--- config.mk ---
export PLATFORM = sky130hd
export DESIGN_NAME = lso_cordic
export DESIGN_NICKNAME = d
export VERILOG_FILES = /design/src/hw/rtl/lso_pkg.sv /design/src/hw/rtl/lso_cordic.sv
export SDC_FILE = /design/constraint.sdc
export NUM_CORES = 1
export LEC_CHECK = 0
export BUFFER_PORTS_ARGS = -buffer_cell sky130_fd_sc_hd__buf_2
export CELL_PAD_IN_SITES_DETAIL_PLACEMENT = 1
export CELL_PAD_IN_SITES_GLOBAL_PLACEMENT = 1
export CORE_UTILIZATION = 25
export CTS_BUF_LIST = sky130_fd_sc_hd__clkbuf_4 sky130_fd_sc_hd__clkbuf_8
export CTS_CLUSTER_DIAMETER = 30
export DETAILED_ROUTE_END_ITERATION = 8
export MAX_ROUTING_LAYER = met4
export PLACE_DENSITY_LB_ADDON = 0.12
export SYNTH_ARGS = -nofsm -noshare
export SYNTH_HDL_FRONTEND = slang
export SYNTH_SLANG_ARGS = --single-unit
--- constraint.sdc ---
create_clock -name clk -period 16.1 [get_ports clk]
set_input_delay 3.22 -clock clk [delete_from_list [all_inputs] [get_ports clk]]
set_output_delay 3.22 -clock clk [all_outputs]
set_load 0.02 [all_outputs]
--- src/hw/rtl/lso_pkg.sv ---
// Package for the laser scan occupancy grid: grid geometry, fixed-point widths,
// the arctangent table and the per-cell angle tables built at elaboration.
// Depends on nothing; every other file of the block imports it.
package lso_pkg;

	localparam int GRID_COLS       = 40;
	localparam int GRID_ROWS       = 30;
	localparam int BEAM_COUNT      = 720;
	localparam int CELLS_PER_METRE = 2;

	localparam int CELL_Q8      = 256 / CELLS_PER_METRE;
	localparam int MAX_RANGE_Q8 = (GRID_COLS / 2) * CELL_Q8;
	localparam int HALF_Q10     = 184320;
	localparam int RIGHT_Q10    = 92160;
	localparam int ANG_STEP     = HALF_Q10 / BEAM_COUNT;
	localparam int STEPS        = 22;
	localparam longint GAIN_Q30 = 652032874;

	localparam int RANGE_W   = 16;
	localparam int BEAM_W    = 10;
	localparam int ROW_OUT_W = 5;
	localparam int ROW_W     = $clog2(GRID_ROWS);
	localparam int R_W       = $clog2(MAX_RANGE_Q8 + 1);
	localparam int ANG_W     = 18;
	localparam int BIDX_W    = 11;
	localparam int COORD_W   = 16;
	localparam int ATAN_W    = 22;
	localparam int STEP_W    = 5;

	typedef logic [GRID_ROWS-1:0][GRID_COLS-1:0][ANG_W-1:0]  ang_tab_t;
	typedef logic [GRID_ROWS-1:0][GRID_COLS-1:0][BIDX_W-1:0] bidx_tab_t;

	typedef struct packed {
		logic             prep;
		logic             mark;
		logic             clear;
		logic [ROW_W-1:0] row;
	} grid_ctrl_t;

	// atan(2^-k) in units of 2^-16 degree.
	function automatic logic [ATAN_W-1:0] atan_q16(input logic [STEP_W-1:0] k);
		logic [ATAN_W-1:0] v;
		unique case (k)
			5'd0:  v = 22'd2949120;
			5'd1:  v = 22'd1740967;
			5'd2:  v = 22'd919879;
			5'd3:  v = 22'd466945;
			5'd4:  v = 22'd234379;
			5'd5:  v = 22'd117304;
			5'd6:  v = 22'd58666;
			5'd7:  v = 22'd29335;
			5'd8:  v = 22'd14668;
			5'd9:  v = 22'd7334;
			5'd10: v = 22'd3667;
			5'd11: v = 22'd1833;
			5'd12: v = 22'd917;
			5'd13: v = 22'd458;
			5'd14: v = 22'd229;
			5'd15: v = 22'd115;
			5'd16: v = 22'd57;
			5'd17: v = 22'd29;
			5'd18: v = 22'd14;
			5'd19: v = 22'd7;
			5'd20: v = 22'd4;
			5'd21: v = 22'd2;
			default: v = '0;
		endcase
		return v;
	endfunction

	// Angle of a grid corner in 1/1024 degree, y >= 0, by vectoring CORDIC.
	function automatic longint angle_of(input longint x, input longint y);
		longint cx, cy, z, q, nx, ny;
		if (y == 0) return (x < 0) ? HALF_Q10 : 0;
		if (x == 0) return RIGHT_Q10;
		cx = ((x < 0) ? -x : x) * 65536;
		cy = y * 65536;
		z  = 0;
		for (int k = 0; k < STEPS; k++) begin
			if (cy >= 0) begin
				nx = cx + (cy >>> k);
				ny = cy - (cx >>> k);
				z  = z + longint'(atan_q16(STEP_W'(k)));
			end else begin
				nx = cx - (cy >>> k);
				ny = cy + (cx >>> k);
				z  = z - longint'(atan_q16(STEP_W'(k)));
			end
			cx = nx;
			cy = ny;
		end
		q = (z + 32) >>> 6;
		if (q < 0) q = 0;
		if (q > RIGHT_Q10) q = RIGHT_Q10;
		return (x < 0) ? HALF_Q10 - q : q;
	endfunction

	function automatic longint cell_begin(input int r, input int c);
		longint cx, cy;
		cx = longint'(c) * CELL_Q8 - MAX_RANGE_Q8;
		cy = longint'(r) * CELL_Q8;
		return (cx < 0) ? angle_of(cx + CELL_Q8, cy + CELL_Q8) : angle_of(cx + CELL_Q8, cy);
	endfunction

	function automatic longint cell_end(input int r, input int c);
		longint cx, cy;
		cx = longint'(c) * CELL_Q8 - MAX_RANGE_Q8;
		cy = longint'(r) * CELL_Q8;
		return (cx < 0) ? angle_of(cx, cy) : angle_of(cx, cy + CELL_Q8);
	endfunction

	function automatic ang_tab_t build_begin();
		ang_tab_t t;
		for (int r = 0; r < GRID_ROWS; r++)
			for (int c = 0; c < GRID_COLS; c++)
				t[r][c] = ANG_W'(cell_begin(r, c));
		return t;
	endfunction

	function automatic ang_tab_t build_end();
		ang_tab_t t;
		for (int r = 0; r < GRID_ROWS; r++)
			for (int c = 0; c < GRID_COLS; c++)
				t[r][c] = ANG_W'(cell_end(r, c));
		return t;
	endfunction

	// First beam whose angle bucket reaches the cell.
	function automatic bidx_tab_t build_first();
		bidx_tab_t t;
		for (int r = 0; r < GRID_ROWS; r++)
			for (int c = 0; c < GRID_COLS; c++)
				t[r][c] = BIDX_W'(cell_begin(r, c) * BEAM_COUNT / HALF_Q10);
		return t;
	endfunction

	// One past the last beam that reaches the cell.
	function automatic bidx_tab_t build_stop();
		bidx_tab_t t;
		for (int r = 0; r < GRID_ROWS; r++)
			for (int c = 0; c < GRID_COLS; c++)
				t[r][c] = BIDX_W'((cell_end(r, c) * BEAM_COUNT + HALF_Q10 - 1) / HALF_Q10);
		return t;
	endfunction

	localparam ang_tab_t  CELL_BEGIN = build_begin();
	localparam ang_tab_t  CELL_END   = build_end();
	localparam bidx_tab_t CELL_FIRST = build_first();
	localparam bidx_tab_t CELL_STOP  = build_stop();

endpackage

--- src/hw/rtl/lso_cordic.sv ---
// Iterative rotation CORDIC that turns a range and beam angle into an endpoint.
// One micro-rotation per cycle through a single shared add/shift unit; uses lso_pkg.
module lso_cordic
	import lso_pkg::*;
(
	input  logic                      clk,
	input  logic                      arst_n,
	input  logic                      start,
	input  logic [R_W-1:0]            range_in,
	input  logic [ANG_W-1:0]          ang,
	output logic                      done,
	output logic signed [COORD_W-1:0] ex,
	output logic signed [COORD_W-1:0] ey
);

	localparam int XW = 44;
	localparam int ZW = 26;

	logic signed [XW-1:0]      x_q, y_q, nx, ny, xr, yr;
	logic signed [ZW-1:0]      z_q, nz, atan_s;
	logic [STEP_W-1:0]         k_q;
	logic                      busy_q, done_q, mirror_q;
	logic                      mirror;
	logic [ANG_W-1:0]          fold;
	logic signed [COORD_W-1:0] ex_q, ey_q, px, py, r_s;

	assign mirror = (ang > ANG_W'(RIGHT_Q10));
	assign fold   = mirror ? ANG_W'(HALF_Q10) - ang : ang;
	assign r_s    = signed'(COORD_W'(range_in));
	assign atan_s = signed'(ZW'(atan_q16(k_q)));

	always_comb begin
		if (z_q >= 0) begin
			nx = x_q - (y_q >>> k_q);
			ny = y_q + (x_q >>> k_q);
			nz = z_q - atan_s;
		end else begin
			nx = x_q + (y_q >>> k_q);
			ny = y_q - (x_q >>> k_q);
			nz = z_q + atan_s;
		end
		xr = nx + signed'(XW'(longint'(1) <<< 29));
		yr = ny + signed'(XW'(longint'(1) <<< 29));
		px = signed'(COORD_W'(xr >>> 30));
		py = signed'(COORD_W'(yr >>> 30));
	end

	always_ff @(posedge clk or negedge arst_n) begin
		if (!arst_n) begin
			busy_q   <= 1'b0;
			done_q   <= 1'b0;
			k_q      <= '0;
			mirror_q <= 1'b0;
		end else begin
			// The axis angles finish at once; others after the last micro-rotation.
			done_q <= start ? (fold == '0 || fold >= ANG_W'(RIGHT_Q10))
			                : (busy_q && k_q == STEP_W'(STEPS - 1));
			if (start) begin
				mirror_q <= mirror;
				if (fold == '0) begin
					ex_q   <= mirror ? -r_s : r_s;
					ey_q   <= '0;
				end else if (fold >= ANG_W'(RIGHT_Q10)) begin
					ex_q   <= '0;
					ey_q   <= r_s;
				end else begin
					x_q    <= signed'(XW'(longint'(range_in) * GAIN_Q30));
					y_q    <= '0;
					z_q    <= signed'(ZW'({fold, 6'd0}));
					k_q    <= '0;
					busy_q <= 1'b1;
				end
			end else if (busy_q) begin
				x_q <= nx;
				y_q <= ny;
				z_q <= nz;
				k_q <= k_q + 1'b1;
				if (k_q == STEP_W'(STEPS - 1)) begin
					busy_q <= 1'b0;
					ex_q   <= mirror_q ? -px : px;
					ey_q   <= py;
				end
			end
		end
	end

	assign done = done_q;
	assign ex   = ex_q;
	assign ey   = ey_q;

endmodule

Word level (Yosys, flattened, before mapping). Memory sizes are Yosys's and may differ from the RTL's. Index checks and enable logic that the tools add are counted.

Output and inout bits: 33. ROM bits: 704. Memories: 1. Logic and storage cells: 79. Input bits: 33. Register bits: 154.

Memories: (no name shown) (depth 32, width 22, read ports 1, clocked after memory_dff 0, wr ports 0, line lso_pkg.sv:43) `unique case (k)`.

Mux-type cells: 38. Add/subtract/negate cells: 12. Equality and inequality tests: 4. Shift-type cells: 2. Magnitude comparators: 3. Multiply operators: 1. Reductions and logical operators: 9.

Operators with widths (number): $mux W44 (10); $mux W16 (12); $mux W26 (5); $add A44 B31 Y44 const B (2); $add A44 B44 Y44 (2); $sshr A44 B5 Y44 (2); $sub A44 B44 Y44 (2); $mul A12 B29 Y41 const B (1); $add A26 B23 Y26 (1); $ge A26 B1 Y1 const B (1); $sub A26 B23 Y26 (1); $mux W5 (4); $ge A18 B17 Y1 const B (1); $gt A18 B17 Y1 const B (1); $logic_not A18 Y1 (1); $mux W18 (1); $sub A18 B18 Y18 const A (1); $neg A12 Y16 (1); $neg A14 Y16 (1); $reduce_and A4 Y1 (2); $mux W1 (6); $add A5 B1 Y5 const B (1); $eq A5 B5 Y1 const B (1); $ne A2 B2 Y1 const B (2); other kinds (6) (7).

Logic depth before layout (Yosys ltp). Gate-level depths: netlist of run 1.

Word-level depth: 9. Gate-level depth with buffers: 39.

Worst setup path after synthesis of run 1. OpenSTA, ideal clock, no wires.

Path kind: input -> register. Start: in range_in[10]. End: reg x_q[41], data pin. Path slack: 7121 ps. Arrival time: 8711 ps. Data required time: 15832 ps. Setup time: 268 ps. Stages on the path: 21. Cell sequence: inv_1 -> ha_1 -> fa_1 -> inv_1 -> fa_1 -> inv_1 -> fa_1 -> fa_1 -> ha_1 -> nand2_1 -> nand2b_1 -> or3_1 -> a31oi_1 -> nor4_1 -> o21ai_0 -> a211oi_1 -> o41ai_1 -> o21ai_0 -> a2111oi_0 -> a311o_1 -> o211ai_1.

Cells in the longest elaborated chain, start to end: 4.

RTL lines: start, declared (line lso_cordic.sv:9) `input logic [R_W-1:0] range_in,`; $mul A12 B29 Y41 (line lso_cordic.sv:67) `x_q <= signed'(XW'(longint'(range_in) * GAIN_Q30));`; $mux W44 (line lso_cordic.sv:63) `end else if (fold >= ANG_W'(RIGHT_Q10)) begin`; $mux W44 (line lso_cordic.sv:60) `if (fold == '0) begin`; $mux W44 (line lso_cordic.sv:58) `if (start) begin`; end signal, assigned (line lso_cordic.sv:67); end signal, assigned (line lso_cordic.sv:74) `x_q <= nx;`; end, declared (line lso_cordic.sv:19) `logic signed [XW-1:0] x_q, y_q, nx, ny, xr, yr;`.

No other way between the ends. The select of a mux whose other input is x is not followed. A chain may end at the register's enable or synchronous reset.

Final worst setup path of run 1.
Start: reg k_q[0]. End: reg ex_q[15], in the netlist ex[15], data pin.

Cells in the longest elaborated chain, start to end: 9. Elaborated cells on any way between the ends: 10.

RTL lines: start, declared (line lso_cordic.sv:21) `logic [STEP_W-1:0] k_q;`; start signal, assigned (line lso_cordic.sv:77) `k_q <= k_q + 1'b1;`; $sshr A44 B5 Y44 (*) (line lso_cordic.sv:34, lso_cordic.sv:38); $add A44 B44 Y44 / $sub A44 B44 Y44 (equally long branches) (line lso_cordic.sv:38, lso_cordic.sv:34); $mux W44 (*) (line lso_cordic.sv:33) `if (z_q >= 0) begin`; $add A44 B31 Y44 (*) (line lso_cordic.sv:42) `xr = nx + signed'(XW'(longint'(1) <<< 29));`; $neg A14 Y16 (line lso_cordic.sv:80) `ex_q <= mirror_q ? -px : px;`; $mux W16 (*) (line lso_cordic.sv:80); $mux W16 (*) (line lso_cordic.sv:78) `if (k_q == STEP_W'(STEPS - 1)) begin`; $mux W16 (*) (line lso_cordic.sv:73) `end else if (busy_q) begin`; $mux W16 (*) (line lso_cordic.sv:58); end signal, assigned (line lso_cordic.sv:61) `ex_q <= mirror ? -r_s : r_s;`; end signal, assigned (line lso_cordic.sv:80); end, declared (line lso_cordic.sv:25) `logic signed [COORD_W-1:0] ex_q, ey_q, px, py, r_s;`.

Mark *: on every way between the ends. The rest lies on a longest branch, timed or not. The select of a mux whose other input is x is not followed.

==> metrics.md, run 1 <==
| Metric | Value |
|---|---|
| Status | `completed` |
| Antenna-violating nets left | `0` |
| Max Buffers Root-to-Sink | `2` |
| Post CTS Setup Buffer Count | `0` |
| Mean cell area of the mapped netlist | `8.416 sq um` |
| Number of CTS-inserted buffers | `17` |
| Main synth FF type | `edfxtp_1` |
| M1 GR Usage | `31.23%` |
| GRT Total Usage | `21.99%` |
| Hold buffers post-CTS | `0` |
| Tmin final | `10.54 ns` |
| Rows | `122` |
| Slew HR | `31.11%` |
| Pin slew with the least headroom to its limit | `1.030 ns` |
| Setup violators final | `0` |
| Worst min path class | `flop to flop` |
| Die Area | `113300 sq um` |
| Share of post-route cells with drive strength above 1 | `9.424%` |
| Crit path kind | `flop to flop` |
| Max Slew Vio Count | `0` |
| Async S/R FF share, synth | `5.263%` |
| Detailed Route WL | `120600 um` |
| Count of flip-flops with a built-in enable after synthesis | `144` |
| Crit-path max FO | `50` |
| Fill cells | `13230` |
| Largest net degree at the start of global routing | `71` |
| Post-DP Area | `29800 sq um` |
| Critical Path End Type | `flop` |
| Wirelength per Cell | `25.18 um` |
| WP data required | `16.59 ns` |
| Synth Warn # | `0` |
| FMAX | `94.91 MHz` |
| Dpl hpwl | `97890 um` |
| PortBufs | `65` |
| DR pass1 iterations | `8` |
| Arrival time worst endpoint | `11.03 ns` |
| GR Overflow Total | `0` |
| DIE WIDTH | `336.6 um` |
| Drt drc | `0` |
| GR Util met2 | `33.84%` |
| Nets | `3688` |
| Vias | `25510` |
| Synthesized Nets | `3727` |
| Root buffer cell | `clkbuf_8` |
| Grt peak-use layer | `met2` |
| Initial antenna violation count | `7` |
| Vias/cell | `5.327` |
| Max H-tree Level | `4` |
| Final Instance Area | `30230 sq um` |
| Vias in the first global route | `26040` |
| Skew-Pair Late Insertion Delay | `0.63 ns` |
| Fin. Hold Viols | `0` |
| Crit-path max cell delay | `0.90 ns` |
| Synth cell types | `88` |
| Most common cell after layout, fill and taps aside | `nand2_1` |
| Commonest cells after routing, fill and taps aside | `346 x nand2_1, 266 x nor2_1, 240 x o21ai_0` |
| RSZ-0062 raised after global routing | `false` |
| Gp weighted congestion | `0.8818` |
| Area grow syn2layout | `8.005%` |
| Core Region | `110800 sq um` |
| Hold slack | `0.6473 ns` |
| Initial Util | `25.26%` |
| CTS tree | `built` |
| Mapped Area | `27990 sq um` |
| 1st-iter DRT viols | `1655` |
| Die height | `336.6 um` |
| Max cap viols | `0` |
| Setup TNS | `0 ns` |
| Clk sink count | `152` |
| I/O pin total | `66` |
| Yosys reg bits | `152` |
| Skew final | `0.02727 ns` |
| Critical Path Slowest Stage Cell | `dfrtp_4` |
| First-pass GRT wire length | `179900 um` |
| Seq/Total Area, Yosys | `16.16%` |
| Post_cts resized | `0` |
| Setup crit start kind | `flop` |
| Syn Inst Count | `3326` |
| Final worst-path cycle share | `65.45%` |
| Reg clk slew, reported paths | `0.12 ns` |
| Met3 Usage GRT | `1.737%` |
-- worst paths after layout --
kind	from	endpoint	slack [ns]	cells past startpoint
worst max-delay path	k_q[0]	ex[15]	5.56	28
worst min-delay path	busy_q	busy_q	0.65	2
worst max register to register	k_q[0]	ex[15]	5.56	28
worst min register to register	busy_q	busy_q	0.65	2
max in group asynchronous	arst_n	k_q[0]	13.27	1
min in group asynchronous	arst_n	done	2.49	1
-- cells by family after synthesis --
logic type | count (synthesis) | synth area share [%]
AOI/OAI and AO/OA | 879 | 19.85
xor gates and xnor gates | 286 | 8.948
adders and majority gates | 368 | 19.96
buffers and inverters | 382 | 5.408
DFF | 152 | 16.16
muxes | 196 | 11.70
and+or+nand+nor | 1063 | 17.96
-- cell usage after synthesis (all sizes together), types with 19 or more instances --
library cell  count  area, sq um
inv             224        840.8
o211ai           28        210.2
nor2b            32        200.2
or3              26        162.7
or2              22        137.6
nand3            79        395.4
mux4            102         2297
nand2b           40        257.7
ha              237         2965
o31ai            30        225.2
a21oi           220         1101
a31oi            27        168.9
buf              41        234.0
o22ai            19        118.9
nand2           346         1299
edfxtp          144         4324
o21ai           249         1246
o21a             34        255.2
clkbuf          116        435.4
fa              131         2623
a21o             59        442.9
nor3             87        435.4
nand4            25        156.4
a211oi           37        277.8
mux2i            64        640.6
and2             43        269.0
mux2             30        337.8
xnor2           182         1594
xor2            104        910.9
and3             28        175.2
nor2            266        998.5
nor4             24        156.4
o21bai           34        255.2
-- final cells by class --
class	instances	area, sq um	share of cell area, %
tap	1488	1862	6.158
sequential	152	4538	15.01
clock buffer	17	234.0	0.7739
multi-input combinational	2792	21970	72.66
timing repair buffer	99	586.8	1.941
clock inverter	15	192.7	0.6373
antenna	2	5.005	0.01655
inverter	225	847.1	2.802
-- metal layers --
metal  up-vias  routed length (um)  part of all wire [%]
met5         -                   0                     0
li1      12020                   -                     -
met3        84                3807                   3.2
met1     12920               60420                    50
met4         0                1997                   1.7
met2       491               54400                    45
-- flip-flops by register name, indices dropped and copies added, names as in the netlist --
| signal | flops |
|---|---|
| busy_q | 1 |
| done | 1 |
| ex | 16 |
| ey | 14 |
| k_q | 5 |
| mirror_q | 1 |
| x_q | 44 |
| y_q | 44 |
| z_q | 26 |
-- per-stage QoR --
step                      std cells  utilization [%]  worst slack [ns]
after floorplan                3326                -             7.121
after global placement         4756            26.89             5.540
after detailed placement       4756            26.89             5.529
after CTS                      4788            27.28             5.534
after global routing           4789            27.28             4.507
final                          4790            27.28             5.563
-- critical path: cells and delay by family, from the launching register on --
family | cells | cell delay (ns)
buffers and inverters | 2 | 1.29
xor gates and xnor gates | 1 | 0.22
AOI/OAI and AO/OA | 8 | 2.14
DFF | 1 | 0.90
muxes | 2 | 1.15
and+or+nand+nor | 14 | 4.31
adders and majority gates | 1 | 0.33
Power of run 1 is left out: the tool's default activity adds up to more than one toggle a clock period on the data nets, which glitch-free logic cannot reach.
==> inputs of run 2 (changes only) <==
Clock period 16.1 ns to 9.7 ns, I/O delays scaled along.
==> metrics.md, run 2 (synthesized netlist as in run 1, its figures left out) <==
| Metric | Value |
|---|---|
| Crit path kind | `flop to flop` |
| Most used cell, CP | `buf_4` |
| Final worst-path cycle share | `92.71%` |
| Commonest cells after routing, fill and taps aside | `346 x nand2_1, 266 x nor2_1, 240 x o21ai_0` |
| Tmin final | `8.993 ns` |
| DIE WIDTH | `336.6 um` |
| CTS tree | `built` |
| R2R depth | `27` |
| Initial antenna violation count | `8` |
| Grt peak-use layer | `met2` |
| 1st-iter DRT viols | `1772` |
| Root buffer cell | `clkbuf_8` |
| Area of the multi-input gates | `21990 sq um` |
| Hold buffers post-CTS | `0` |
| Critical Path Slowest Stage Cell | `or4b_2` |
| Skew-Pair Late Insertion Delay | `0.64 ns` |
| CP Launch Point | `k_q[0]` |
| Worst Hold Path Cells | `2` |
| GRT Total Usage | `22.41%` |
| Vias in the first global route | `26360` |
| Vias/cell | `5.310` |
| Slew HR | `37.57%` |
| Core Region | `110800 sq um` |
| Drt drc | `0` |
| Gp weighted congestion | `0.8861` |
| Max Slew Vio Count | `0` |
| GR Util met2 | `35.54%` |
| Arrival time worst endpoint | `9.38 ns` |
| Critical Path End Type | `flop` |
| Max cap viols | `0` |
| M1 GR Usage | `31.16%` |
| Pin slew with the least headroom to its limit | `0.9331 ns` |
| Reg clk slew, reported paths | `0.12 ns` |
| Max Buffers Root-to-Sink | `2` |
| First-pass GRT wire length | `182600 um` |
| Share of post-route cells with drive strength above 1 | `10.98%` |
| Die height | `336.6 um` |
| RSZ-0062 raised after global routing | `false` |
| Detailed Route WL | `123000 um` |
| Reg area | `4538 sq um` |
| Initial Util | `25.26%` |
| Clk sink count | `152` |
| Fin. Hold Viols | `0` |
| Setup TNS | `0 ns` |
| CP Capture Point | `ex[11]` |
| GR Overflow Total | `0` |
| Worst r2r src | `k_q[0]` |
| Crit-path max cell delay | `0.75 ns` |
| DR pass1 iterations | `6` |
| Setup crit start kind | `flop` |
| Setup violators final | `0` |
| Status | `completed` |
| FMAX | `111.2 MHz` |
| PortBufs | `65` |
| Die Area | `113300 sq um` |
| Worst min path class | `flop to flop` |
| Largest net degree at the start of global routing | `75` |
| Largest regs | `x_q x44, y_q x44, z_q x26` |
| I/O pin total | `66` |
| Max H-tree Level | `4` |
| Fill cells | `13270` |
| Area grow syn2layout | `9.740%` |
| Crit-path max FO | `18` |
| Skew final | `0.02692 ns` |
| Nets | `3740` |
| WP data required | `10.09 ns` |
| Rows | `122` |
| Antenna-violating nets left | `0` |
| Met3 Usage GRT | `1.846%` |
| Vias | `25720` |
| Reg2reg end | `ex[11]` |
| Most common cell after layout, fill and taps aside | `nand2_1` |
| Wirelength per Cell | `25.39 um` |
| Number of CTS-inserted buffers | `17` |
| R2R Setup Slk | `0.71 ns` |
| Dpl hpwl | `100600 um` |
[run 2: cell count changes in the layout (fill, tap and decap cells not counted), sizes merged]
cell	delta
buf	+52
diode	+2
bufinv	-1
clkinvlp	+2
clkinv	+1
inv	-2
[run 2: cell type report]
class	instances	area share (%)
multi-input cells	2792	71.59
flip-flops and latches	152	14.77
well taps	1488	6.061
repair buffers	151	3.474
inverters	225	2.757
clock buffers	17	0.7616
clock inverters	15	0.5499
diodes	4	0.03258
[run 2: repair_timing]
item | 4_1_cts | 5_1_grt
setup buffers | 0 | 2
setup endpoints to repair | 0 | 11
gates resized for setup | 0 | 5
[run 2: worst max-delay path: cells and delay by family (launching register included)]
kind / cells / cell delay (ns)
simple gates: 9 / 2.63
buf+inv: 3 / 0.72
mux: 2 / 1.28
compound gates: 8 / 1.96
xor+xnor: 3 / 0.72
flops: 1 / 0.61
fa+ha+maj: 2 / 0.79
[run 2: how the worst min path moves through the flow]
stage / startpoint / endpoint / slack (ns)
finish: busy_q / busy_q / 0.62
detailed placement: busy_q / busy_q / 0.62
global placement: busy_q / busy_q / 0.62
CTS: busy_q / busy_q / 0.63
floorplan: busy_q / busy_q / 0.51
global route: busy_q / busy_q / 0.67
[run 2: routing by layer]
layer,part of all wire [%],vias up
met1,49,13020
met4,1.4,0
met2,46,509
li1,-,12130
met3,3.0,67
met5,0,-
[run 2: stage by stage]
step,hold WS [ns],utilization [%],cells,area (sq um),worst slack [ns]
2_1_floorplan,0.5070,-,3326,27990,1.175
3_3_place_gp,0.6159,27.28,4806,30230,0.1583
3_5_place_dp,0.6159,27.28,4806,30230,0.1446
5_1_grt,0.6661,27.72,4843,30720,0.01994
4_1_cts,0.6339,27.64,4838,30630,0.09221
6_report,0.6240,27.72,4844,30720,0.7068
Power of run 2 is left out for the same reason.
